`config.mk`:
```
export PLATFORM = sky130hd
export DESIGN_NAME = tilt_angle_averager
export DESIGN_NICKNAME = d
export VERILOG_FILES = /design/src/design/taa_pkg.sv /design/src/design/taa_tilt.sv /design/src/design/tilt_angle_averager.sv
export SDC_FILE = /design/constraint.sdc
export NUM_CORES = 2
export LEC_CHECK = 0
export ABC_AREA = 0
export BUFFER_PORTS_ARGS = -buffer_cell sky130_fd_sc_hd__clkbuf_2
export CAP_MARGIN = 5
export CORE_ASPECT_RATIO = 0.7
export CORE_UTILIZATION = 68
export CTS_CLUSTER_DIAMETER = 30
export DETAILED_ROUTE_END_ITERATION = 16
export GPL_ROUTABILITY_DRIVEN = 0
export PLACE_DENSITY = 0.86
export SYNTH_ARGS = -nofsm -noshare
export SYNTH_HDL_FRONTEND = slang
export SYNTH_SLANG_ARGS = --single-unit
```
`constraint.sdc`:
```
create_clock -name clk -period 18.06 [get_ports clk]
set_input_delay 1.806 -clock clk [delete_from_list [all_inputs] [get_ports clk]]
set_output_delay 1.806 -clock clk [all_outputs]
set_load 0.1 [all_outputs]
```
`src/design/taa_pkg.sv`:
```
// Package for the tilt angle averager: field types, fixed-point constants
// and the CORDIC arctangent table. Depends on nothing.
package taa_pkg;

	localparam int ACCEL_W     = 20;
	localparam int TILT_W      = 16;
	localparam int ASUM_W      = 24;
	localparam int TSUM_W      = 20;
	localparam int DEV_W       = 32;
	localparam int CORDIC_ITER = 16;
	localparam int MAX_SAMPLES = 16;

	localparam logic [17:0] TILT_LIMIT = 18'd23040;
	localparam logic [20:0] DEV_SCALE  = 21'd1143819;

	// configuration register indexes
	localparam logic CFG_SAMPLES = 1'b0;
	localparam logic CFG_LEVER   = 1'b1;

	typedef logic signed [ACCEL_W-1:0] accel_t;
	typedef logic signed [TILT_W-1:0]  tilt_t;
	typedef logic signed [DEV_W-1:0]   dev_t;

	// atan(2^-i) in 1/65536 degree, rounded to nearest
	function automatic logic signed [25:0] atan_q16(input logic [3:0] i);
		logic signed [25:0] r;
		case (i)
			4'd0:  r = 26'sd2949120;
			4'd1:  r = 26'sd1740967;
			4'd2:  r = 26'sd919879;
			4'd3:  r = 26'sd466945;
			4'd4:  r = 26'sd234379;
			4'd5:  r = 26'sd117304;
			4'd6:  r = 26'sd58666;
			4'd7:  r = 26'sd29335;
			4'd8:  r = 26'sd14668;
			4'd9:  r = 26'sd7334;
			4'd10: r = 26'sd3667;
			4'd11: r = 26'sd1833;
			4'd12: r = 26'sd917;
			4'd13: r = 26'sd458;
			4'd14: r = 26'sd229;
			default: r = 26'sd115;
		endcase
		return r;
	endfunction

endpackage

```
`src/design/taa_tilt.sv`:
```
// Serial tilt unit: squares, a bit-pair square root and a vectoring CORDIC
// that gives atan2(a, sqrt(b^2 + c^2)) in 1/256 degree. Uses taa_pkg.
module taa_tilt (
	input  logic           clk,
	input  logic           arst_n,
	input  logic           start,
	input  taa_pkg::accel_t a,
	input  taa_pkg::accel_t b,
	input  taa_pkg::accel_t c,
	output logic           done,
	output taa_pkg::tilt_t tilt
);
	import taa_pkg::*;

	localparam logic [2:0] T_IDLE = 3'd0;
	localparam logic [2:0] T_SQ1  = 3'd1;
	localparam logic [2:0] T_SQ2  = 3'd2;
	localparam logic [2:0] T_ROOT = 3'd3;
	localparam logic [2:0] T_CHK  = 3'd4;
	localparam logic [2:0] T_CORD = 3'd5;
	localparam logic [2:0] T_FIN  = 3'd6;

	logic [2:0]         st_q;
	logic [4:0]         it_q;
	accel_t             a_q;
	logic [19:0]        bm_q, cm_q;
	logic [39:0]        sq_q;
	logic [23:0]        rem_q;
	logic [19:0]        root_q;
	logic signed [23:0] x_q, y_q;
	logic signed [25:0] z_q;
	logic               done_q;
	tilt_t              tilt_q;

	logic [23:0]        rem_n, trial;
	logic               take;
	logic signed [23:0] dx, dy;
	logic [25:0]        zabs;
	logic [17:0]        zr;
	logic [17:0]        zc;
	logic [19:0]        sq_op;
	logic [39:0]        sq_p;

	always_comb begin
		rem_n = {rem_q[21:0], sq_q[39:38]};
		trial = {2'b00, root_q, 2'b01};
		take  = (rem_n >= trial);
		dx    = y_q >>> it_q[3:0];
		dy    = x_q >>> it_q[3:0];
		zabs  = z_q[25] ? 26'(-z_q) : 26'(z_q);
		zr    = 18'((zabs + 26'd128) >> 8);
		zc    = (zr > TILT_LIMIT) ? TILT_LIMIT : zr;
		// one squarer, b in state T_SQ1 and c in state T_SQ2
		sq_op = (st_q == T_SQ1) ? bm_q : cm_q;
		sq_p  = sq_op * sq_op;
	end

	always_ff @(posedge clk or negedge arst_n) begin
		if (!arst_n) begin
			st_q   <= T_IDLE;
			done_q <= 1'b0;
		end else begin
			done_q <= (st_q == T_CHK && (a_q == '0 || root_q == '0)) || st_q == T_FIN;
			unique case (st_q)
				T_IDLE: if (start) st_q <= T_SQ1;
				T_SQ1:  st_q <= T_SQ2;
				T_SQ2:  st_q <= T_ROOT;
				T_ROOT: if (it_q == 5'd19) st_q <= T_CHK;
				T_CHK: begin
					if (a_q == '0 || root_q == '0)
						st_q <= T_IDLE;
					else
						st_q <= T_CORD;
				end
				T_CORD: if (it_q == 5'(CORDIC_ITER - 1)) st_q <= T_FIN;
				T_FIN:  st_q <= T_IDLE;
				default: st_q <= T_IDLE;
			endcase
		end
	end

	always_ff @(posedge clk) begin
		case (st_q)
			T_IDLE: begin
				a_q  <= a;
				bm_q <= b[19] ? 20'(-b) : 20'(b);
				cm_q <= c[19] ? 20'(-c) : 20'(c);
			end
			T_SQ1: sq_q <= sq_p;
			T_SQ2: begin
				sq_q   <= sq_q + sq_p;
				rem_q  <= '0;
				root_q <= '0;
				it_q   <= '0;
			end
			T_ROOT: begin
				sq_q   <= {sq_q[37:0], 2'b00};
				rem_q  <= take ? rem_n - trial : rem_n;
				root_q <= {root_q[18:0], take};
				it_q   <= it_q + 5'd1;
			end
			T_CHK: begin
				x_q  <= {4'd0, root_q};
				y_q  <= {{4{a_q[19]}}, a_q};
				z_q  <= '0;
				it_q <= '0;
				if (a_q == '0)
					tilt_q <= '0;
				else
					tilt_q <= a_q[19] ? -tilt_t'(TILT_LIMIT) : tilt_t'(TILT_LIMIT);
			end
			T_CORD: begin
				// rotate toward the x axis, steering by the sign of y
				if (!y_q[23]) begin
					x_q <= x_q + dx;
					y_q <= y_q - dy;
					z_q <= z_q + atan_q16(it_q[3:0]);
				end else begin
					x_q <= x_q - dx;
					y_q <= y_q + dy;
					z_q <= z_q - atan_q16(it_q[3:0]);
				end
				it_q <= it_q + 5'd1;
			end
			T_FIN: tilt_q <= z_q[25] ? -tilt_t'(zc) : tilt_t'(zc);
			default: ;
		endcase
	end

	assign done = done_q;
	assign tilt = tilt_q;

endmodule

```
`src/design/tilt_angle_averager.sv`:
```
// Tilt angle averager: per-sample tilt of three axes, window sums, averages
// and lever deviations. Depends on taa_pkg and taa_tilt.
// One beat at a time: in_stall stays high from accept through the three axis tilts
// (a tilt ends early if its axis is zero or its other axes are flat).
// A window-closing sample adds the deviations, six serial divides and emit,
// plus output stall. Reset clears sums, count, handshakes; window 10, lever 500.
module tilt_angle_averager (
	input  logic            clk,
	input  logic            arst_n,
	input  logic            cfg_we,
	input  logic            cfg_index,
	input  logic [15:0]     cfg_data,
	input  logic            in_valid,
	output logic            in_stall,
	input  taa_pkg::accel_t accel_x,
	input  taa_pkg::accel_t accel_y,
	input  taa_pkg::accel_t accel_z,
	output logic            out_valid,
	input  logic            out_stall,
	output taa_pkg::accel_t avg_accel_x,
	output taa_pkg::accel_t avg_accel_y,
	output taa_pkg::accel_t avg_accel_z,
	output taa_pkg::tilt_t  avg_tilt_x,
	output taa_pkg::tilt_t  avg_tilt_y,
	output taa_pkg::tilt_t  avg_tilt_z,
	output taa_pkg::dev_t   deviation_x,
	output taa_pkg::dev_t   deviation_y,
	output taa_pkg::dev_t   deviation_z
);
	import taa_pkg::*;

	localparam logic [3:0] S_IDLE = 4'd0;
	localparam logic [3:0] S_TILT = 4'd1;
	localparam logic [3:0] S_ACC  = 4'd2;
	localparam logic [3:0] S_DV1  = 4'd3;
	localparam logic [3:0] S_DV2  = 4'd4;
	localparam logic [3:0] S_DV3  = 4'd5;
	localparam logic [3:0] S_DV4  = 4'd6;
	localparam logic [3:0] S_DIVL = 4'd7;
	localparam logic [3:0] S_DIVS = 4'd8;
	localparam logic [3:0] S_DIVE = 4'd9;
	localparam logic [3:0] S_EMIT = 4'd10;

	logic [3:0]  st_q;
	logic [4:0]  samples_q;
	logic [15:0] lever_q;
	logic [4:0]  count_q;
	logic [1:0]  k_q;
	logic [2:0]  j_q;
	logic [4:0]  it_q;
	logic        start_q;
	logic        out_valid_q;

	accel_t                    smp_q [3];
	logic signed [ASUM_W-1:0]  asum_q [3];
	logic signed [TSUM_W-1:0]  tsum_q [3];
	dev_t                      dev_q [3];
	logic [ASUM_W-1:0]         quot_q [6];
	logic [35:0]               p_q;
	logic [57:0]               m_q;
	logic [ASUM_W-1:0]         dq_q;
	logic [4:0]                drem_q;
	logic                      neg_q;

	accel_t o_ax_q, o_ay_q, o_az_q;
	tilt_t  o_tx_q, o_ty_q, o_tz_q;
	dev_t   o_dx_q, o_dy_q, o_dz_q;

	accel_t                   ta, tb, tc;
	logic                     t_done;
	tilt_t                    t_val;
	logic [4:0]               n_eff;
	logic                     accept;
	logic signed [TSUM_W-1:0] tk;
	logic [TSUM_W-1:0]        tmag;
	logic [20:0]              mul_a, mul_b;
	logic [41:0]              mul_p;
	logic [57:0]              rnd;
	logic [33:0]              q;
	logic signed [ASUM_W-1:0] dval;
	logic [5:0]               rn;
	logic                     ge;

	always_comb begin
		// axis k tilts against the other two
		ta = smp_q[k_q];
		tb = (k_q == 2'd0) ? smp_q[1] : smp_q[0];
		tc = (k_q == 2'd2) ? smp_q[1] : smp_q[2];

		if (samples_q == '0)
			n_eff = 5'd1;
		else if (samples_q > 5'(MAX_SAMPLES))
			n_eff = 5'(MAX_SAMPLES);
		else
			n_eff = samples_q;

		accept = in_valid && !in_stall;

		tk   = tsum_q[k_q];
		tmag = tk[TSUM_W-1] ? TSUM_W'(-tk) : TSUM_W'(tk);

		// one multiplier: lever times |tilt sum|, then the scale in two halves
		if (st_q == S_DV1) begin
			mul_a = {5'd0, lever_q};
			mul_b = {1'b0, tmag};
		end else begin
			mul_a = {3'd0, (st_q == S_DV2) ? p_q[17:0] : p_q[35:18]};
			mul_b = DEV_SCALE;
		end
		mul_p = mul_a * mul_b;

		rnd  = m_q + 58'(1 << 23);
		q    = rnd[57:24];

		dval = (j_q < 3'd3) ? asum_q[j_q[1:0]]
		                    : {{(ASUM_W-TSUM_W){tsum_q[j_q[1:0] - 2'd3][TSUM_W-1]}},
		                       tsum_q[j_q[1:0] - 2'd3]};
		rn = {drem_q, dq_q[ASUM_W-1]};
		ge = (rn >= {1'b0, n_eff});
	end

	assign in_stall = (st_q != S_IDLE);

	taa_tilt u_tilt (
		.clk    (clk),
		.arst_n (arst_n),
		.start  (start_q),
		.a      (ta),
		.b      (tb),
		.c      (tc),
		.done   (t_done),
		.tilt   (t_val)
	);

	// control: sequencer, registers, window sums and output handshake
	always_ff @(posedge clk or negedge arst_n) begin
		if (!arst_n) begin
			st_q        <= S_IDLE;
			samples_q   <= 5'd10;
			lever_q     <= 16'd500;
			count_q     <= '0;
			k_q         <= '0;
			j_q         <= '0;
			it_q        <= '0;
			start_q     <= 1'b0;
			out_valid_q <= 1'b0;
			for (int i = 0; i < 3; i++) begin
				asum_q[i] <= '0;
				tsum_q[i] <= '0;
			end
		end else begin
			// kick the tilt unit on accept and after each axis but the last
			start_q <= (st_q == S_IDLE && accept)
				|| (st_q == S_TILT && t_done && k_q != 2'd2);
			if (cfg_we) begin
				if (cfg_index == CFG_SAMPLES)
					samples_q <= cfg_data[4:0];
				else
					lever_q <= cfg_data;
			end
			// raise valid on emit, drop it once the beat is taken
			if (st_q == S_EMIT && (!out_valid_q || !out_stall))
				out_valid_q <= 1'b1;
			else if (out_valid_q && !out_stall)
				out_valid_q <= 1'b0;

			unique case (st_q)
				S_IDLE: begin
					if (accept) begin
						k_q  <= '0;
						st_q <= S_TILT;
					end
				end
				S_TILT: begin
					if (t_done) begin
						tsum_q[k_q] <= tsum_q[k_q] + {{(TSUM_W-TILT_W){t_val[TILT_W-1]}}, t_val};
						if (k_q == 2'd2)
							st_q <= S_ACC;
						else
							k_q <= k_q + 2'd1;
					end
				end
				S_ACC: begin
					for (int i = 0; i < 3; i++)
						asum_q[i] <= asum_q[i]
							+ {{(ASUM_W-ACCEL_W){smp_q[i][ACCEL_W-1]}}, smp_q[i]};
					count_q <= count_q + 5'd1;
					k_q     <= '0;
					st_q    <= (count_q + 5'd1 >= n_eff) ? S_DV1 : S_IDLE;
				end
				S_DV1: st_q <= S_DV2;
				S_DV2: st_q <= S_DV3;
				S_DV3: st_q <= S_DV4;
				S_DV4: begin
					if (k_q == 2'd2) begin
						j_q  <= '0;
						st_q <= S_DIVL;
					end else begin
						k_q  <= k_q + 2'd1;
						st_q <= S_DV1;
					end
				end
				S_DIVL: begin
					it_q <= '0;
					st_q <= S_DIVS;
				end
				S_DIVS: begin
					it_q <= it_q + 5'd1;
					if (it_q == 5'(ASUM_W - 1))
						st_q <= S_DIVE;
				end
				S_DIVE: begin
					if (j_q == 3'd5) begin
						st_q <= S_EMIT;
					end else begin
						j_q  <= j_q + 3'd1;
						st_q <= S_DIVL;
					end
				end
				S_EMIT: begin
					// hold until the previous result has left
					if (!out_valid_q || !out_stall) begin
						count_q <= '0;
						for (int i = 0; i < 3; i++) begin
							asum_q[i] <= '0;
							tsum_q[i] <= '0;
						end
						st_q <= S_IDLE;
					end
				end
				default: st_q <= S_IDLE;
			endcase
		end
	end

	// datapath: sample capture, deviation multiply, serial divider
	always_ff @(posedge clk) begin
		if (st_q == S_IDLE && accept) begin
			smp_q[0] <= accel_x;
			smp_q[1] <= accel_y;
			smp_q[2] <= accel_z;
		end
		case (st_q)
			S_DV1: p_q <= mul_p[35:0];
			S_DV2: m_q <= {16'd0, mul_p};
			S_DV3: m_q <= m_q + {1'b0, mul_p[38:0], 18'd0};
			S_DV4: begin
				// saturate to 32-bit signed, sign taken from the tilt sum
				if (tk[TSUM_W-1])
					dev_q[k_q] <= (q > 34'h080000000) ? dev_t'(32'h80000000)
					                                  : dev_t'(-q[31:0]);
				else
					dev_q[k_q] <= (q > 34'h07FFFFFFF) ? dev_t'(32'h7FFFFFFF)
					                                  : dev_t'(q[31:0]);
			end
			S_DIVL: begin
				neg_q  <= dval[ASUM_W-1];
				dq_q   <= dval[ASUM_W-1] ? ASUM_W'(-dval) : ASUM_W'(dval);
				drem_q <= '0;
			end
			S_DIVS: begin
				drem_q <= ge ? 5'(rn - {1'b0, n_eff}) : rn[4:0];
				dq_q   <= {dq_q[ASUM_W-2:0], ge};
			end
			S_DIVE: quot_q[j_q] <= neg_q ? ASUM_W'(-dq_q) : dq_q;
			S_EMIT: begin
				if (!out_valid_q || !out_stall) begin
					o_ax_q <= accel_t'(quot_q[0][ACCEL_W-1:0]);
					o_ay_q <= accel_t'(quot_q[1][ACCEL_W-1:0]);
					o_az_q <= accel_t'(quot_q[2][ACCEL_W-1:0]);
					o_tx_q <= tilt_t'(quot_q[3][TILT_W-1:0]);
					o_ty_q <= tilt_t'(quot_q[4][TILT_W-1:0]);
					o_tz_q <= tilt_t'(quot_q[5][TILT_W-1:0]);
					o_dx_q <= dev_q[0];
					o_dy_q <= dev_q[1];
					o_dz_q <= dev_q[2];
				end
			end
			default: ;
		endcase
	end

	assign out_valid   = out_valid_q;
	assign avg_accel_x = o_ax_q;
	assign avg_accel_y = o_ay_q;
	assign avg_accel_z = o_az_q;
	assign avg_tilt_x  = o_tx_q;
	assign avg_tilt_y  = o_ty_q;
	assign avg_tilt_z  = o_tz_q;
	assign deviation_x = o_dx_q;
	assign deviation_y = o_dy_q;
	assign deviation_z = o_dz_q;

endmodule

```
Yosys cells after proc, flatten, opt, wreduce, memory -nomap -nowiden
Memories as Yosys holds them, arrays and structs flattened. A register that Yosys moved wholly into a read port is not among the register bits.
Cells that the tools add are included.
{"block": "classes", "n_reduce_logical": 45, "shifts": 2, "add_sub_neg": 30, "bitwise_logic": 5, "order_cmp": 12, "eq_ne": 32, "multipliers": 2, "muxes": 97}
{"cell": "20-bit two-way mux", "n": 9}
{"cell": "24-bit two-way mux", "n": 7}
{"cell": "26-bit two-way mux", "n": 6}
{"cell": "24-bit case mux with 2 select lines", "n": 3}
{"cell": "72-bit case mux with 2 select lines", "n": 1}
{"cell": "24-bit adder", "n": 5}
{"cell": "60-bit two-way mux", "n": 2}
{"cell": "40-bit case mux with 3 select lines", "n": 1}
{"cell": "60-bit case mux with 2 select lines", "n": 1}
{"cell": "58-bit case mux with 2 select lines", "n": 1}
{"cell": "32-bit two-way mux", "n": 3}
{"cell": "20-bit binary-select mux with 2-bit select", "n": 2}
{"cell": "72-bit two-way mux", "n": 1}
{"cell": "16-bit two-way mux", "n": 4}
{"cell": "60-bit bitwise mux", "n": 1}
{"cell": "20-bit negation", "n": 3}
{"cell": "58-bit by 24-bit adder with 58-bit output (second input constant)", "n": 1}
{"cell": "58-bit by 57-bit adder with 58-bit output", "n": 1}
{"cell": "26-bit case mux with 2 select lines", "n": 1}
{"cell": "24-bit binary-select mux with 2-bit select", "n": 1}
{"cell": "24-bit negation", "n": 2}
{"cell": "24-bit by 4-bit >>> shifter with 24-bit output", "n": 2}
{"cell": "24-bit subtractor", "n": 2}
{"cell": "22-bit case mux with 2 select lines", "n": 1}
{"cell": "other kinds (73)", "n": 164}
{"block": "totals", "reg_bits": 519, "word_cells": 264, "ram_bits": 300, "rom_bits": 704, "memories": 5}
{"name": "(name not given)", "words": 16, "width": 22, "read_ports": 1, "rd_clocked_by_memory_dff": 1, "write_ports": 0, "line_no": "taa_pkg.sv:27", "text": "case (i)"}
{"name": "(name not given)", "words": 16, "width": 22, "read_ports": 1, "rd_clocked_by_memory_dff": 1, "write_ports": 0, "line_no": "taa_pkg.sv:27"}
{"name": "quot_q", "words": 6, "width": 24, "read_ports": 6, "rd_clocked_by_memory_dff": 6, "write_ports": 1, "line_no": "tilt_angle_averager.sv:58", "text": "logic [ASUM_W-1:0] quot_q [6];"}
{"name": "dev_q", "words": 3, "width": 32, "read_ports": 3, "rd_clocked_by_memory_dff": 3, "write_ports": 1, "line_no": "tilt_angle_averager.sv:57", "text": "dev_t dev_q [3];"}
{"name": "smp_q", "words": 3, "width": 20, "read_ports": 4, "rd_clocked_by_memory_dff": 1, "write_ports": 3, "line_no": "tilt_angle_averager.sv:54", "text": "accel_t smp_q [3];"}

Depth between registers and ports, before layout
{"block": "depth", "depth_word": 10, "mapped_depth": 50, "depth_no_buf": 48}

Modules after synthesis
From an unflattened synthesis, not the netlist that was laid out.
{"block": "unflattened", "hier_cells": 8352, "area_unflattened_um2": 83571.4}
{"mod": "tilt_angle_averager", "area_each_um2": 49449.9, "cells_each": 4620, "n_inst": 1}
{"mod": "taa_tilt", "area_each_um2": 34121.5, "cells_each": 3732, "n_inst": 1}

Least setup slack after synthesis
No wires, ideal clock.
{"block": "synth_path", "path_type": "register to register", "from": "register u_tilt.st_q[0]", "to": "register u_tilt.sq_q[36], data pin", "synth_period_minus_slack_ns": 11.026, "setup_slack_ns": 7.034, "t_required_ns": 17.801, "path_stages_with_launch": 40, "arrival_ns": 10.767, "setup_ns": 0.259, "cell_sequence": "dfrtp_1 clkbuf_1 nor3b_1 clkbuf_1 clkbuf_1 mux2_2 inv_1 clkbuf_1 nor2_1 fa_1 fa_1 inv_1 fa_1 inv_1 fa_1 fa_1 fa_1 inv_1 (+4 left out) nand4_1 nor2_1 a221oi_1 or4b_2 a2bb2oi_1 xor2_1 ha_1 a21o_1 a21o_1 a22o_1 a31o_2 o41a_1 a41oi_1 o21bai_1 or2_2 a211oi_1 or3_1 a2bb2oi_1"}
{"block": "synth_between", "elab_chain_len": 5, "word_cells_on_any_way": 7, "cone_classes": "add/sub: 1; mul: 1; eq/ne: 3; mux: 2"}
{"item": "start, declared", "line_no": "taa_tilt.sv:23", "text": "logic [2:0] st_q;"}
{"item": "start signal, assigned", "line_no": "taa_tilt.sv:60", "text": "st_q <= T_IDLE;"}
{"item": "start signal, assigned", "line_no": "taa_tilt.sv:65", "text": "T_IDLE: if (start) st_q <= T_SQ1;"}
{"item": "start signal, assigned", "line_no": "taa_tilt.sv:66", "text": "T_SQ1: st_q <= T_SQ2;"}
{"item": "3-bit by 1-bit equality test with 1-bit output", "line_no": "taa_tilt.sv:54, taa_tilt.sv:83"}
{"item": "20-bit two-way mux", "line_no": "taa_tilt.sv:54", "text": "sq_op = (st_q == T_SQ1) ? bm_q : cm_q;"}
{"item": "20-bit by 20-bit multiplier with 40-bit output", "line_no": "taa_tilt.sv:55", "text": "sq_p = sq_op * sq_op;"}
{"item": "40-bit adder", "line_no": "taa_tilt.sv:91", "text": "sq_q <= sq_q + sq_p;"}
{"item": "40-bit case mux with 3 select lines *", "line_no": "taa_tilt.sv:83", "text": "case (st_q)"}
{"item": "end signal, assigned", "line_no": "taa_tilt.sv:89", "text": "T_SQ1: sq_q <= sq_p;"}
{"item": "end signal, assigned", "line_no": "taa_tilt.sv:91"}
{"item": "end signal, assigned", "line_no": "taa_tilt.sv:97", "text": "sq_q <= {sq_q[37:0], 2'b00};"}
{"item": "end, declared", "line_no": "taa_tilt.sv:27", "text": "logic [39:0] sq_q;"}
Every way passes the cells marked *; elsewhere a longest branch is shown, timed or not.
A chain may end at the register's enable or synchronous reset.

Worst setup path after layout
{"block": "layout_path", "from": "register k_q[0]", "to": "register m_q[54], data pin"}
{"block": "layout_between", "elab_chain_len": 10}
{"item": "start, declared", "line_no": "tilt_angle_averager.sv:48", "text": "logic [1:0] k_q;"}
{"item": "start signal, assigned", "line_no": "tilt_angle_averager.sv:180", "text": "k_q <= k_q + 2'd1;"}
{"item": "start signal, assigned", "line_no": "tilt_angle_averager.sv:199", "text": "k_q <= k_q + 2'd1;"}
{"item": "2-bit inverter with 3-bit output (not written as such) *", "line_no": "tilt_angle_averager.sv:99", "text": "tk = tsum_q[k_q];"}
{"item": "20-bit binary-select mux with 2-bit select *", "line_no": "tilt_angle_averager.sv:99"}
{"item": "20-bit two-way mux (not written as such) * (2 in series)", "line_no": "tilt_angle_averager.sv:99"}
{"item": "20-bit negation", "line_no": "tilt_angle_averager.sv:100", "text": "tmag = tk[TSUM_W-1] ? TSUM_W'(-tk) : TSUM_W'(tk);"}
{"item": "20-bit two-way mux *", "line_no": "tilt_angle_averager.sv:100"}
{"item": "21-bit two-way mux *", "line_no": "tilt_angle_averager.sv:103", "text": "if (st_q == S_DV1) begin"}
{"item": "21-bit by 21-bit multiplier with 42-bit output *", "line_no": "tilt_angle_averager.sv:110", "text": "mul_p = mul_a * mul_b;"}
{"item": "net mul_p[27]", "line_no": "tilt_angle_averager.sv:77", "text": "logic [41:0] mul_p;"}
{"item": "58-bit by 57-bit adder with 58-bit output *", "line_no": "tilt_angle_averager.sv:246", "text": "S_DV3: m_q <= m_q + {1'b0, mul_p[38:0], 18'd0};"}
{"item": "58-bit case mux with 2 select lines *", "line_no": "tilt_angle_averager.sv:243", "text": "case (st_q)"}
{"item": "end signal, assigned", "line_no": "tilt_angle_averager.sv:245", "text": "S_DV2: m_q <= {16'd0, mul_p};"}
{"item": "end signal, assigned", "line_no": "tilt_angle_averager.sv:246"}
{"item": "end, declared", "line_no": "tilt_angle_averager.sv:60", "text": "logic [57:0] m_q;"}
Mark *: on every way through the listed nets, which the timed path passes. The rest lies on a longest branch. The select of a mux whose other input is x is not followed.

==> qor.csv <==
stage,metric,value,unit
clocking,Worst-path clk slew,60,ps
die,Die Area,122000,um2
status,status,"finished, final reports clean",
logic_synthesis,synth unique cells,97,
sta,clk_skew,41.4,ps
placed_design,post-DP HPWL,177000,um
min_path,hold path cells,0,
logic_synthesis,Post-Synthesis Cells,8231,
placed_design,Post-DP Area,85000,um2
die,number of cell rows,106,
global_routing,routing usage on met1,0.546,
logic_synthesis,Synth Cell Area,81900,um2
logic_synthesis,Synth async-reset ratio,0.176,
setup_path,WP data arrival,12910,ps
clocking,CTS tree,built,
drt,via count,66900,
logic_synthesis,sequential area share after synthesis,0.357,
min_path,worst hold path endpoint,deviation_z[25],
drt,first drt pass iteration count,10,
sta,setup_tns,0,ps
sta,Setup Viol. Count Final,0,
sta,PnR worst setup slack,5660,ps
global_routing,first-pass GRT wire length,370000,um
sta,Slew @ Worst Pin,1500,ps
drt,Avg WL per Cell,23.4,um
min_path,hold crit path type,reg2reg,
sta,"Slew Viols, Final",0,
setup_path,Crit path top cell by count,fa_1,
global_routing,grt met3 use,0.147,
placed_design,Port Buffer Count,287,
setup_path,crit path max fanout,46,
sta,Final Cycle Share,0.687,
sta,worst relative slew slack,0.000117,
sta,post-layout min period,12400,ps
die,IO Pins,288,
global_routing,All-Layer GR Usage,0.392,
final_layout,Fillers,7405,
clocking,Setup Buffers After CTS,0,
global_routing,initial antenna violation count,9,
setup_path,"slowest stage delay, CP",650,ps
clocking,CTS resizes,0,
die,initial core utilization,0.686,
global_routing,grt met2 use,0.557,
final_layout,area grow syn2layout,10.5,%
logic_synthesis,Post-synth EDFFs,811,
setup_path,R2R setup slack,5660,ps
drt,Vias per Instance,6.57,
setup_path,"Req. time, crit path",18570,ps
die,Die Span X,417,um
global_routing,GR Overflow Total,0,
clocking,clk sinks,1011,
global_routing,grt peak-use layer,met2,
clocking,Worst-Skew Late Latency,800,ps
final_layout,Nets,9722,
min_path,hold path startpoint,dev_q[2][25],
global_routing,vias in the first global route,65300,
sta,maximum clock rate,80.6,MHz
sta,final hold violations,0,
clocking,CTS Hold Bufs,0,
flow_run,Max Cap Violations,0,
drt,DR iter-0 viols,9887,
setup_path,R2R Path End,m_q[54],
logic_synthesis,most used flip-flop cell after synthesis,edfxtp_1,
placed_design,Setup WS pre-CTS,6150,ps
setup_path,Crit Path Class,reg2reg,
setup_path,RR Startpoint,k_q[0],
clocking,H-Tree Depth,4,
setup_path,CP endpoint kind,register,
drt,drt drc,0,
die,Die Y,292,um
die,core footprint,119000,um2
drt,DRT Wirelength,238000,um
sta,RSZ-0062 raised after global routing,no,
drt,DRT antenna net count,0,
setup_path,slowest CP cell,buf_4,
setup_path,CP Launch Type,register,
logic_synthesis,"FF+latch count, synth",1011,
setup_path,Reg2Reg Depth,41,
clocking,Clock Tree Buf Depth,3,
logic_synthesis,syn avg cell area,9.95,um2
clocking,clock root buffer,clkbuf_16,
clocking,clock buffer count from CTS,155,
final_layout,share of layout cells above drive strength 1,0.103,
logic_synthesis,Syn. warnings,0,
global_routing,pin count of the biggest net entering global routing,121,
final_layout,post-route cell area,90500,um2
## synthesized netlist by cell type, drive strengths merged (15+ instances only)
| cell | number | share of area |
|---|---|---|
| or4 | 15 | 0.0015 |
| a211oi | 34 | 0.0031 |
| xor2 | 189 | 0.020 |
| or3 | 45 | 0.0034 |
| nor3 | 144 | 0.0089 |
| nand3 | 217 | 0.013 |
| o31ai | 51 | 0.0047 |
| and3 | 60 | 0.0046 |
| a41oi | 21 | 0.0023 |
| or2 | 28 | 0.0021 |
| nand3b | 15 | 0.0014 |
| o21a | 64 | 0.0059 |
| nand4 | 30 | 0.0023 |
| edfxtp | 811 | 0.30 |
| mux4 | 44 | 0.012 |
| o21bai | 38 | 0.0035 |
| dfxtp | 22 | 0.0054 |
| nor2 | 799 | 0.037 |
| nand2b | 70 | 0.0054 |
| xnor2 | 322 | 0.034 |
| nor3b | 16 | 0.0015 |
| inv | 916 | 0.042 |
| nor2b | 59 | 0.0045 |
| nor4 | 41 | 0.0032 |
| mux2i | 183 | 0.022 |
| nand2 | 772 | 0.035 |
| a21oi | 422 | 0.026 |
| dfrtp | 170 | 0.052 |
| ha | 569 | 0.087 |
| o21ai | 522 | 0.032 |
| fa | 591 | 0.14 |
| o22ai | 37 | 0.0028 |
| mux2 | 99 | 0.014 |
| a31oi | 48 | 0.0037 |
| o211ai | 31 | 0.0028 |
| clkbuf | 263 | 0.012 |
| buf | 48 | 0.0024 |
| a221oi | 22 | 0.0024 |
| and2 | 51 | 0.0039 |
| a21o | 142 | 0.013 |
| a21boi | 26 | 0.0024 |
## metal layers
metal	share of wire	wire (um)
met1	0.38	90300
met2	0.42	99300
met3	0.16	38500
met4	0.042	9950
met5	0.00072	172
## worst max-delay path, delay by kind of cell (launching register included)
kind | cells | cell delay [ps]
compound gates | 14 | 3300
xor+xnor | 3 | 790
fa+ha+maj | 8 | 3740
buf+inv | 6 | 1260
flops | 1 | 330
simple gates | 10 | 2590
## registers in the layout, summed over array words and instances (netlist names), 20 cells and up, named ones only
signal / flops
dq_q: 24
u_tilt.rem_q: 22
u_tilt.x_q: 24
dev_q: 96
u_tilt.y_q: 24
u_tilt.root_q: 20
u_tilt.bm_q: 20
u_tilt.a_q: 20
avg_accel_x: 20
deviation_x: 32
deviation_z: 32
avg_accel_z: 20
u_tilt.z_q: 26
avg_accel_y: 20
asum_q: 72
smp_q: 60
p_q: 36
tsum_q: 60
m_q: 40
u_tilt.cm_q: 20
quot_q: 108
u_tilt.sq_q: 40
deviation_y: 32
## worst max path at each step
stage,start,end,cells after the start
floorplan,u_tilt.st_q[0],u_tilt.sq_q[36],39
global placement,k_q[0],m_q[56],43
detailed placement,k_q[0],m_q[54],43
CTS,k_q[0],m_q[54],41
global route,k_q[0],m_q[56],43
finish,k_q[0],m_q[54],41
## cell type report
type | instances | area, um2 | area share
inverter | 922 | 3470 | 0.0383
antenna | 7 | 17.5 | 0.000194
tap | 1566 | 1960 | 0.0217
clock buffer | 184 | 4230 | 0.0467
timing repair buffer | 381 | 2150 | 0.0238
clock inverter | 103 | 1220 | 0.0135
multi-input combinational | 6009 | 48200 | 0.532
sequential | 1011 | 29300 | 0.323
## layout by cell type, fill, tap and decap left out, types with 40 or more instances in the layout
master,Yosys,layout
ha_1,569,567
o21ai_0,498,496
nor3_1,142,134
dfrtp_1,170,166
o31ai_1,51,51
mux4_2,44,44
nand2_1,771,769
buf_4,0,94
a21o_1,142,142
and3_1,60,59
inv_1,914,912
nor4_1,40,40
a21oi_1,422,422
or3_1,45,45
nand2b_1,69,68
fa_1,591,591
mux2i_1,183,182
o21a_1,64,64
xnor2_1,322,322
and2_1,51,51
a31oi_1,48,48
xor2_1,189,189
clkbuf_16,0,163
clkbuf_2,0,286
nor2b_1,59,57
mux2_2,97,97
edfxtp_1,811,811
nor2_1,799,792
nand3_1,217,215
## cell families after synthesis
| family | count (synthesis) | share of synthesized area |
|---|---|---|
| adder cells (fa/ha/maj) | 1162 | 0.232 |
| buffers and inverters | 1233 | 0.0567 |
| AND/OR/NAND/NOR | 2390 | 0.131 |
| other | 2 | 0.0000917 |
| flip-flops | 1011 | 0.357 |
| AO/OA/AOI/OAI | 1596 | 0.120 |
| multiplexers | 326 | 0.0481 |
| XOR/XNOR | 511 | 0.0547 |
## metrics by stage
step                hold WS, ps  instances   util
floorplan                   400       8253      -
global placement            400       9889  0.712
detailed placement          405       9889  0.712
CTS                         407      10200  0.758
global route                411      10200  0.758
finish                      408      10200  0.758
Power is left out: the tool's default activity adds up to more than one toggle a clock period on the data nets, which glitch-free logic cannot reach.
